`src/design/mvwbp_pkg.sv`:
```
// Shared types and constants for the msb-first variable-width bit packer.
// No dependencies; used by every module of the packer.
`timescale 1ns / 1ps
`default_nettype none
package mvwbp_pkg;

    // widths of the input and result words
    localparam int CODE_BITS     = 32;
    localparam int LEN_BITS      = 6;
    localparam int BYTE_BITS     = 8;
    localparam int POS_BITS      = 3;
    localparam int CNT_BITS      = 3;
    localparam int MAX_CODE_BITS = 32;

    // longest code taken by one put; longer lengths saturate here
    localparam int LEN_LIMIT = (MAX_CODE_BITS < CODE_BITS) ? MAX_CODE_BITS : CODE_BITS;

    // depth of the queue between front and back
    localparam int QUEUE_DEPTH = 4;
    localparam int QPTR_BITS   = 2;

    // command carried in tuser
    typedef enum logic {
        CMD_PUT   = 1'b0,
        CMD_FLUSH = 1'b1
    } cmd_t;

    // one queued run: up to four bytes, earliest byte in the top bits
    typedef struct packed {
        logic [CODE_BITS-1:0] bytes;
        logic [CNT_BITS-1:0]  count;
    } run_t;

endpackage
`default_nettype wire

```
`src/design/mvwbp_front.sv`:
```
// Front end of the bit packer: accepts put/flush words, merges code bits
// with the pending partial byte and queues complete bytes. Uses mvwbp_pkg.
`timescale 1ns / 1ps
`default_nettype none
module mvwbp_front (
    input  wire logic                              aclk,
    input  wire logic                              aresetn,
    input  wire logic                              in_valid,
    input  wire logic                              in_cmd,
    input  wire logic [mvwbp_pkg::CODE_BITS-1:0]   in_code,
    input  wire logic [mvwbp_pkg::LEN_BITS-1:0]    in_len,
    input  wire logic                              queue_full,
    output logic                                   in_ready,
    output logic                                   push,
    output mvwbp_pkg::run_t                        push_run
);

    localparam int WIN_BITS = mvwbp_pkg::CODE_BITS + mvwbp_pkg::BYTE_BITS;

    logic [mvwbp_pkg::BYTE_BITS-1:0] pending_reg, pending_next;
    logic [mvwbp_pkg::POS_BITS-1:0]  bitpos_reg, bitpos_next;

    mvwbp_pkg::cmd_t                 cmd;
    logic                            accept;
    logic [mvwbp_pkg::LEN_BITS-1:0]  len_eff;
    logic [mvwbp_pkg::LEN_BITS-1:0]  left_shift;
    logic [mvwbp_pkg::CODE_BITS-1:0] code_left;
    logic [WIN_BITS-1:0]             window;
    logic [mvwbp_pkg::LEN_BITS-1:0]  total;
    logic [mvwbp_pkg::CNT_BITS-1:0]  nbytes;
    logic [mvwbp_pkg::BYTE_BITS-1:0] next_partial;

    assign cmd      = mvwbp_pkg::cmd_t'(in_cmd);
    assign in_ready = !queue_full;
    assign accept   = in_valid && in_ready;

    // saturate the code length
    always_comb begin
        if (in_len > mvwbp_pkg::LEN_BITS'(mvwbp_pkg::LEN_LIMIT)) begin
            len_eff = mvwbp_pkg::LEN_BITS'(mvwbp_pkg::LEN_LIMIT);
        end else begin
            len_eff = in_len;
        end
    end

    // left-align the code, then drop it in right after the pending bits
    assign left_shift = mvwbp_pkg::LEN_BITS'(mvwbp_pkg::CODE_BITS) - len_eff;
    assign code_left  = (len_eff == '0) ? '0 : (in_code << left_shift);
    assign window     = {pending_reg, {mvwbp_pkg::CODE_BITS{1'b0}}}
                      | ({code_left, {mvwbp_pkg::BYTE_BITS{1'b0}}} >> bitpos_reg);
    assign total      = mvwbp_pkg::LEN_BITS'(bitpos_reg) + len_eff;
    assign nbytes     = total[mvwbp_pkg::LEN_BITS-1:mvwbp_pkg::POS_BITS];

    // byte that stays partly filled after the complete ones
    always_comb begin
        unique case (nbytes)
            3'd0:    next_partial = window[39:32];
            3'd1:    next_partial = window[31:24];
            3'd2:    next_partial = window[23:16];
            3'd3:    next_partial = window[15:8];
            3'd4:    next_partial = window[7:0];
            default: next_partial = '0;
        endcase
    end

    // classify the word and build the queue entry
    always_comb begin
        pending_next = pending_reg;
        bitpos_next  = bitpos_reg;
        push         = 1'b0;
        push_run     = '0;
        if (accept) begin
            unique case (cmd)
                mvwbp_pkg::CMD_FLUSH: begin
                    push           = (bitpos_reg != '0);
                    push_run.bytes = {pending_reg, {(mvwbp_pkg::CODE_BITS-8){1'b0}}};
                    push_run.count = mvwbp_pkg::CNT_BITS'(1);
                    pending_next   = '0;
                    bitpos_next    = '0;
                end
                mvwbp_pkg::CMD_PUT: begin
                    push           = (nbytes != '0);
                    push_run.bytes = window[WIN_BITS-1:mvwbp_pkg::BYTE_BITS];
                    push_run.count = nbytes;
                    pending_next   = next_partial;
                    bitpos_next    = total[mvwbp_pkg::POS_BITS-1:0];
                end
                default: begin
                    push = 1'b0;
                end
            endcase
        end
    end

    // pending partial byte
    always_ff @(posedge aclk) begin
        if (!aresetn) begin
            pending_reg <= '0;
            bitpos_reg  <= '0;
        end else begin
            pending_reg <= pending_next;
            bitpos_reg  <= bitpos_next;
        end
    end

endmodule
`default_nettype wire

```
`src/design/mvwbp_queue.sv`:
```
// Short queue of byte runs between the front and back of the bit packer.
// Uses mvwbp_pkg for the run type and depth.
`timescale 1ns / 1ps
`default_nettype none
module mvwbp_queue (
    input  wire logic            aclk,
    input  wire logic            aresetn,
    input  wire logic            push,
    input  mvwbp_pkg::run_t      push_run,
    input  wire logic            pop,
    output logic                 full,
    output logic                 empty,
    output mvwbp_pkg::run_t      head_run
);

    mvwbp_pkg::run_t                 mem [mvwbp_pkg::QUEUE_DEPTH];
    logic [mvwbp_pkg::QPTR_BITS-1:0] wr_ptr_reg, rd_ptr_reg;
    logic [mvwbp_pkg::QPTR_BITS:0]   fill_reg, fill_next;
    logic                            do_push, do_pop;

    assign full     = (fill_reg == (mvwbp_pkg::QPTR_BITS+1)'(mvwbp_pkg::QUEUE_DEPTH));
    assign empty    = (fill_reg == '0);
    assign do_push  = push && !full;
    assign do_pop   = pop && !empty;
    assign head_run = mem[rd_ptr_reg];

    // fill level
    always_comb begin
        fill_next = fill_reg;
        if (do_push && !do_pop) begin
            fill_next = fill_reg + 1'b1;
        end else if (do_pop && !do_push) begin
            fill_next = fill_reg - 1'b1;
        end
    end

    // storage
    always_ff @(posedge aclk) begin
        if (do_push) begin
            mem[wr_ptr_reg] <= push_run;
        end
    end

    // pointers
    always_ff @(posedge aclk) begin
        if (!aresetn) begin
            wr_ptr_reg <= '0;
            rd_ptr_reg <= '0;
            fill_reg   <= '0;
        end else begin
            if (do_push) begin
                wr_ptr_reg <= wr_ptr_reg + 1'b1;
            end
            if (do_pop) begin
                rd_ptr_reg <= rd_ptr_reg + 1'b1;
            end
            fill_reg <= fill_next;
        end
    end

endmodule
`default_nettype wire

```
`src/design/mvwbp_back.sv`:
```
// Back end of the bit packer: takes queued runs and sends them out one
// byte per word, marking the last byte of each run. Uses mvwbp_pkg.
`timescale 1ns / 1ps
`default_nettype none
module mvwbp_back (
    input  wire logic                              aclk,
    input  wire logic                              aresetn,
    input  wire logic                              q_empty,
    input  mvwbp_pkg::run_t                        q_head,
    output logic                                   q_pop,
    output logic                                   out_valid,
    input  wire logic                              out_ready,
    output logic [mvwbp_pkg::BYTE_BITS-1:0]        out_byte,
    output logic                                   out_last
);

    logic [mvwbp_pkg::CODE_BITS-1:0] word_reg, word_next;
    logic [mvwbp_pkg::CNT_BITS-1:0]  left_reg, left_next;
    logic                            take;

    assign out_valid = (left_reg != '0);
    assign out_byte  = word_reg[mvwbp_pkg::CODE_BITS-1 -: mvwbp_pkg::BYTE_BITS];
    assign out_last  = (left_reg == mvwbp_pkg::CNT_BITS'(1));
    assign take      = out_valid && out_ready;

    // load a new run once the current one is done or finishing
    assign q_pop = !q_empty && (!out_valid || (take && out_last));

    always_comb begin
        word_next = word_reg;
        left_next = left_reg;
        if (q_pop) begin
            word_next = q_head.bytes;
            left_next = q_head.count;
        end else if (take) begin
            word_next = word_reg << mvwbp_pkg::BYTE_BITS;
            left_next = left_reg - 1'b1;
        end
    end

    // output shift register
    always_ff @(posedge aclk) begin
        if (!aresetn) begin
            left_reg <= '0;
        end else begin
            left_reg <= left_next;
        end
        word_reg <= word_next;
    end

endmodule
`default_nettype wire

```
`src/design/msb_first_variable_width_bit_packer.sv`:
```
// Path: a word's first byte goes through the run queue and then the output shift register.
// Throughput: the back end sends one byte per cycle while m_tready is high; a put
// or flush word that completes k bytes (1 to 4) queues one run of k bytes, one that
// completes none queues nothing. A four-run queue sets the slack.
// Reset: aresetn, synchronous, clears the pending bits, the queue and output.
// Top level of the msb-first bit packer; uses mvwbp_pkg, front, queue, back.
`timescale 1ns / 1ps
`default_nettype none
module msb_first_variable_width_bit_packer (
    input  wire logic        aclk,
    input  wire logic        aresetn,
    input  wire logic        s_tvalid,
    output logic             s_tready,
    input  wire logic [39:0] s_tdata,   // [31:0] code_value, [37:32] code_length
    input  wire logic        s_tuser,   // [0] command
    output logic             m_tvalid,
    input  wire logic        m_tready,
    output logic [7:0]       m_tdata,   // [7:0] out_byte
    output logic             m_tlast    // last_of_run
);

    mvwbp_pkg::run_t push_run, head_run;
    logic            push, pop, q_full, q_empty;

    // classify and merge
    mvwbp_front u_front (
        .aclk       (aclk),
        .aresetn    (aresetn),
        .in_valid   (s_tvalid),
        .in_cmd     (s_tuser),
        .in_code    (s_tdata[31:0]),
        .in_len     (s_tdata[37:32]),
        .queue_full (q_full),
        .in_ready   (s_tready),
        .push       (push),
        .push_run   (push_run)
    );

    // decouple front and back
    mvwbp_queue u_queue (
        .aclk     (aclk),
        .aresetn  (aresetn),
        .push     (push),
        .push_run (push_run),
        .pop      (pop),
        .full     (q_full),
        .empty    (q_empty),
        .head_run (head_run)
    );

    // byte output
    mvwbp_back u_back (
        .aclk      (aclk),
        .aresetn   (aresetn),
        .q_empty   (q_empty),
        .q_head    (head_run),
        .q_pop     (pop),
        .out_valid (m_tvalid),
        .out_ready (m_tready),
        .out_byte  (m_tdata),
        .out_last  (m_tlast)
    );

endmodule
`default_nettype wire

```
`config.mk`:
```
export PLATFORM = sky130hd
export DESIGN_NAME = msb_first_variable_width_bit_packer
export DESIGN_NICKNAME = d
export VERILOG_FILES = /design/src/design/mvwbp_pkg.sv /design/src/design/mvwbp_front.sv /design/src/design/mvwbp_queue.sv /design/src/design/mvwbp_back.sv /design/src/design/msb_first_variable_width_bit_packer.sv
export SDC_FILE = /design/constraint.sdc
export NUM_CORES = 1
export LEC_CHECK = 0
export CAP_MARGIN = 20
export CORE_MARGIN = 2
export CORE_UTILIZATION = 60
export CTS_BUF_LIST = sky130_fd_sc_hd__clkbuf_16
export DETAILED_ROUTE_END_ITERATION = 6
export DONT_BUFFER_PORTS = 1
export PLACE_DENSITY = 0.76
export SLEW_MARGIN = 20
export SYNTH_ARGS = -nofsm -noshare
export SYNTH_HDL_FRONTEND = slang
export SYNTH_SLANG_ARGS = --single-unit
```
`constraint.sdc`:
```
create_clock -name aclk -period 12.43 [get_ports aclk]
set_input_delay 0.6215 -clock aclk [delete_from_list [all_inputs] [get_ports aclk]]
set_output_delay 0.6215 -clock aclk [all_outputs]
set_load 0.05 [all_outputs]
```
# Yosys cells after proc, flatten, opt, wreduce, memory -nomap -nowiden

Memory sizes are Yosys's and may differ from the RTL's. A register that Yosys moved wholly into a read port is not among the register bits.
Cells that the tools add are included.

Word-level logic and storage cells: 67
Flip-flop bits (word level): 53
RAM bits: 140
Memories kept: 1

Bitwise logic cells: 2
Reductions and logical operators: 22
Shifts and indexed selects: 2
Mux-type cells: 19
Equal/unequal tests: 6
Add/subtract/negate cells: 7
$lt $le $gt $ge: 1

Memory list:

| memory      | depth | width | rd ports | clocked after Yosys merged registers in | wr ports | line              | source |
|---|---|---|---|---|---|---|---|
| u_queue.mem | 4     | 35    | 1        | 1                                       | 1        | mvwbp_queue.sv:16 | `mvwbp_pkg::run_t mem [mvwbp_pkg::QUEUE_DEPTH];` |

Operators by type and width:

| operator                                                               | number |
|---|---|
| 32-bit 2-to-1 mux                                                      | 3 |
| 35-bit case mux with 2 select lines                                    | 1 |
| 40-bit OR                                                              | 1 |
| 8-bit case mux with 5 select lines                                     | 1 |
| 40-bit by 3-bit right shift with 40-bit output                         | 1 |
| 35-bit 2-to-1 mux                                                      | 1 |
| 32-bit by 6-bit left shift with 32-bit output                          | 1 |
| 8-bit case mux with 2 select lines                                     | 1 |
| 3-bit 2-to-1 mux                                                       | 4 |
| 3-bit nonzero test                                                     | 3 |
| 1-bit logical AND                                                      | 8 |
| 3-bit by 6-bit adder with 6-bit output                                 | 1 |
| 3-bit by 1-bit equality test with 1-bit output (second input constant) | 2 |
| 3-bit by 2-bit equality test with 1-bit output (second input constant) | 2 |
| 3-bit equality test (second input constant)                            | 2 |
| 6-bit > comparator (second input constant)                             | 1 |
| 3-bit zero test                                                        | 2 |
| 6-bit zero test                                                        | 1 |
| 6-bit 2-to-1 mux                                                       | 1 |
| 3-bit case mux with 2 select lines                                     | 1 |
| 3-bit by 1-bit subtractor with 3-bit output (second input constant)    | 2 |
| 6-bit subtractor (first input constant)                                | 1 |
| 1-bit zero test                                                        | 5 |
| 2-bit by 1-bit adder with 2-bit output (second input constant)         | 2 |
| other kinds (7)                                                        | 11 |

# Depth between registers and ports, before layout

Depth after elaboration: 11
Depth in mapped cells: 22
Gate-level depth less buffers: 17

# Modules after synthesis

From an unflattened synthesis, not the netlist that was laid out.

Cells, all modules: 1063
Area total of the unflattened synthesis: 12520.8 um^2

By module, submodules not included:

| module      | cells an instance | area each (um^2) | times used |
|---|---|---|---|
| mvwbp_queue | 231               | 5591.6           | 1 |
| mvwbp_front | 723               | 5268.8           | 1 |
| mvwbp_back  | 109               | 1660.3           | 1 |

# Least setup slack after synthesis

OpenSTA, ideal clock, no wires.

Path kind: register to register
Start point: reg u_front.bitpos_reg[0] in the netlist's numbering
End point: reg u_queue.fill_reg[2] in the netlist's numbering
Buffers on the path: 5
Period minus slack after synthesis: 4.972 ns
Setup slack: 7.458 ns
Data arrival time: 4.903 ns
Setup time: 0.070 ns
Cell stages (with the launch flop): 22
Required time: 12.360 ns
Cell sequence: dfxtp_1 clkbuf_1 clkinv_1 clkbuf_1 buf_1 buf_1 nor2_1 fa_1 maj3_1 nand2_1 mux2_2 or3_1 clkbuf_1 or2_2 nand2_1 a21oi_1 ha_1 inv_1 fa_1 xor2_1 or3_1 a21oi_1

Longest elaborated chain between the ends: 8
Elaborated cells on any way between the ends: 11

RTL lines:

| element                                | line               | source |
|---|---|---|
| start: declaration                     | mvwbp_front.sv:21  | `logic [mvwbp_pkg::POS_BITS-1:0] bitpos_reg, bitpos_next;` |
| start signal: assignment               | mvwbp_front.sv:102 | `bitpos_reg <= bitpos_next;` |
| 3-bit by 6-bit adder with 6-bit output | mvwbp_front.sv:51  | `assign total = mvwbp_pkg::LEN_BITS'(bitpos_reg) + len_eff;` |
| 3-bit nonzero test                     | mvwbp_front.sv:82  | `push = (nbytes != '0);` |
| 1-bit case mux with 2 select lines (*) | mvwbp_front.sv:73  | `unique case (cmd)` |
| 1-bit 2-to-1 mux (*)                   | mvwbp_front.sv:72  | `if (accept) begin` |
| 1-bit logical AND (*)                  | mvwbp_queue.sv:23  | `assign do_push = push && !full;` |
| named net u_queue.do_push              | mvwbp_queue.sv:19  | `logic do_push, do_pop;` |
| 1-bit zero test                        | mvwbp_queue.sv:32  | `end else if (do_pop && !do_push) begin` |
| 1-bit logical AND                      | mvwbp_queue.sv:32  |  |
| 2-bit nonzero test (no source line)    | --                 |  |
| end signal: assignment                 | mvwbp_queue.sv:57  | `fill_reg <= fill_next;` |
| end: declaration                       | mvwbp_queue.sv:18  | `logic [mvwbp_pkg::QPTR_BITS:0] fill_reg, fill_next;` |

The timed path passes the listed nets; every way through them passes the cells marked *.
A chain may end at the register's enable or synchronous reset.

==> impl_results.md <==
- Comb pwr share: 0.334
- Psw: 0.000823 W
- Top_reg_cell synth: edfxtp_1
- Crit path kind: in2reg
- Area grow syn2layout: 6.11%
- GP Congestion: 1.01
- Tot Pwr: between 0.002 and 0.0025 W
- Grt ovf: 0
- Yosys top cell by area: edfxtp_1
- Crit-path cells: and2b_1 -> buf_4 -> inv_2 -> ha_2 -> mux2i_1 -> mux2_2 -> o32ai_1 -> a2111oi_4 -> mux2i_1 -> o22ai_1 -> a2111oi_0
- Max reg flops: 140
- CTS Buf Count: 17
- Hold violation count in the final report: 0
- Cts-stage hold buffer count: 0
- First-pass GRT wire length: 51700 um
- Vias per inst: 7.04
- Clock share of power: 0.271
- Sequential-to-total area share from yosys stat: 0.458
- DRT antenna net count: 0
- Top post-synthesis cells by area: edfxtp_1 (42%), mux4_2 (10%), mux2_2 (5.7%)
- Slew Limit Fails: 0
- TritonCTS clock tree: yes
- DRT Pass-1 Iters: 6
- Crit path top cell by count: mux2i_1
- Final period util: 0.449
- Number of synthesized register bits: about 200
- Synth top area share: 0.420
- Most frequent cells in the layout: edfxtp_1 (172), nor2_1 (91), mux2_2 (62), mux2i_1 (62), nand2_1 (58)
- Mean Syn Cell Area: 11.7 um^2
- Fraction of registers with async set/reset: 0
- Final min period: around 5.6 ns
- Synth unique cells: 86
- GRT Total Usage: 0.315
- # clock sinks: around 200
- Die X: 147 um
- Pleak: 4.50 nW
- Ports: 56
- Antenna cells: 0
- Post CTS Setup Buffer Count: 0
- Post-cts repair resize count: 0
- Iteration-0 DRC Markers: 1202
- Yosys warns: 0
- Initial antenna violation count: 0
- Largest delay share family, worst path: compound AO/OA/AOI/OAI gates
- Buffers added on ports: 0
- DP Wirelength: 23100 um
- Final Setup Violations: 0
- Total routed wirelength: around 33000 um
- Syn nets: 1106
- Post-route setup TNS: 0 ns
- Peak VDD IR: 0.0000993 V
- RSZ-0062 raised after global routing: no
- Crit end category: flop
- Post-synth EDFFs: 172
- WP buf/inv: 2
- Clk buf depth: 2
- Worst EP required: 12.50 ns
- Worst Hold Class: in2reg
- Die ar.: 21600 um^2
- Via count: 9034
- Final #Nets: 1058
- CP max FO: 43
- Root Driver: clkbuf_16
- Worst-Margin Slew: 1.11 ns
- Clk_lat worst skew: 0.43 ns
- H-tree depth: 4
- Starting density of the core: 0.609
- Switching Share: 0.346
- Core Footprint: about 20000 um^2
- Pwr per Cell Area: 182 nW/um^2
- Slowest CP cell: ha_2
- CTS clk-pin slew, worst paths: 0.07 ns
- Slew HR: 0.243
- Rows: 52
- Pin count of the biggest net entering global routing: 48
- Commonest non-fill, non-tap cell in the layout: edfxtp_1
- CP startpoint kind: input pin
- Max_cap viols: 0
- Residual DRC: 0
- Seq pwr share: 0.395
- Syn Inst Count: 1049
- Crit-path max cell delay: 1.07 ns
- Mapped cell area: 12300 um^2
- Clock Skews: 0.0170 ns
- Status: finished, final reports clean
- WP data arrival: 5.66 ns
- Highest clock rate: 0.179 GHz
- Pint: 0.00155 W
- Proportion of layout cells with a drive suffix above 1: 0.194
- Number of global-route vias before repair: 8616
- Die Y: 147 um
- Routed len/inst: 26.0 um
[synth_stat cells, drive strengths merged (4+ instances only)]
master     n
nand3     21
a221oi     4
a31oi     10
nor3      41
o31ai      5
or4        4
o2bb2ai    4
mux2      64
mux2i     62
xor2       7
o211a      4
o21a       9
or2        5
edfxtp   172
nor2b      7
o311ai     5
clkbuf    41
mux4      57
a22o       4
ha        10
a2111oi    8
dfxtp     23
a21oi     49
buf       45
o211ai    15
and3      10
and2      25
nand2     60
a22oi      7
a211oi    14
a2bb2oi    6
nand2b     4
nor2      92
inv       16
o31a       5
nand4     17
nor4       8
o22ai     15
o21ai     33
or3       10
[per-stage QoR]
stage               cell area [um^2]  cells  utilization  hold slack (ns)  worst slack (ns)
global placement               12300   1252        0.611            0.487              6.64
floorplan                      12300   1049            -            0.472              7.46
finish                         13000   1284        0.646            0.314              6.85
CTS                            13000   1284        0.646            0.304              7.09
global route                   13000   1284        0.646            0.300              6.65
detailed placement             12300   1252        0.611            0.501              6.63
[routing by layer]
layer,track usage,part of all wire
met1,0.439,0.42
met5,0,0
met3,0.0500,0.073
met2,0.516,0.48
met4,0.0942,0.031
[cells by family (layout without fill, tap and decap cells)]
kind of cell	count (synthesis)	count (layout)	share of synthesized area
compound gates	228	228	0.131
xor+xnor	10	10	0.00835
fa+ha+maj	13	13	0.0143
buf+inv	104	69	0.0439
flops	195	195	0.458
mux	183	183	0.214
simple gates	316	316	0.130
[path summary, 6_finish.rpt]
check / slack [ns] / from / depth (start not counted) / endpoint
worst max register to register: 7.77 / u_front.bitpos_reg[1]$_SDFFE_PN0P_ / 15 / u_queue.fill_reg[2]$_SDFFE_PN0P_
worst min register to register: 0.51 / u_queue.fill_reg[2]$_SDFFE_PN0P_ / 2 / u_queue.fill_reg[2]$_SDFFE_PN0P_
worst min-delay path: 0.31 / aresetn / 1 / u_front.bitpos_reg[2]$_SDFFE_PN0P_
worst max-delay path: 6.85 / s_tdata[37] / 11 / u_queue.mem[2][29]$_DFFE_PP_
[area by class of cell]
type	instances	area [um^2]
clock buffer	17	425
sequential	195	5630
multi-input combinational	750	6150
clock inverter	15	285
timing repair buffer	19	143
fill	1532	7130
inverter	18	67.6
tap	270	338
[power by group through the flow]
stage | sequential, W | clock, W | combinational [W]
2_1_floorplan | 0.000889 | 0 | 0.000670
3_3_place_gp | 0.000948 | 0 | 0.000771
3_5_place_dp | 0.000952 | 0 | 0.000783
4_1_cts | 0.000939 | 0.000650 | 0.000790
5_1_grt | 0.000947 | 0.000674 | 0.000855
6_report | 0.000938 | 0.000644 | 0.000794
Power figures use the tool's default switching activity.
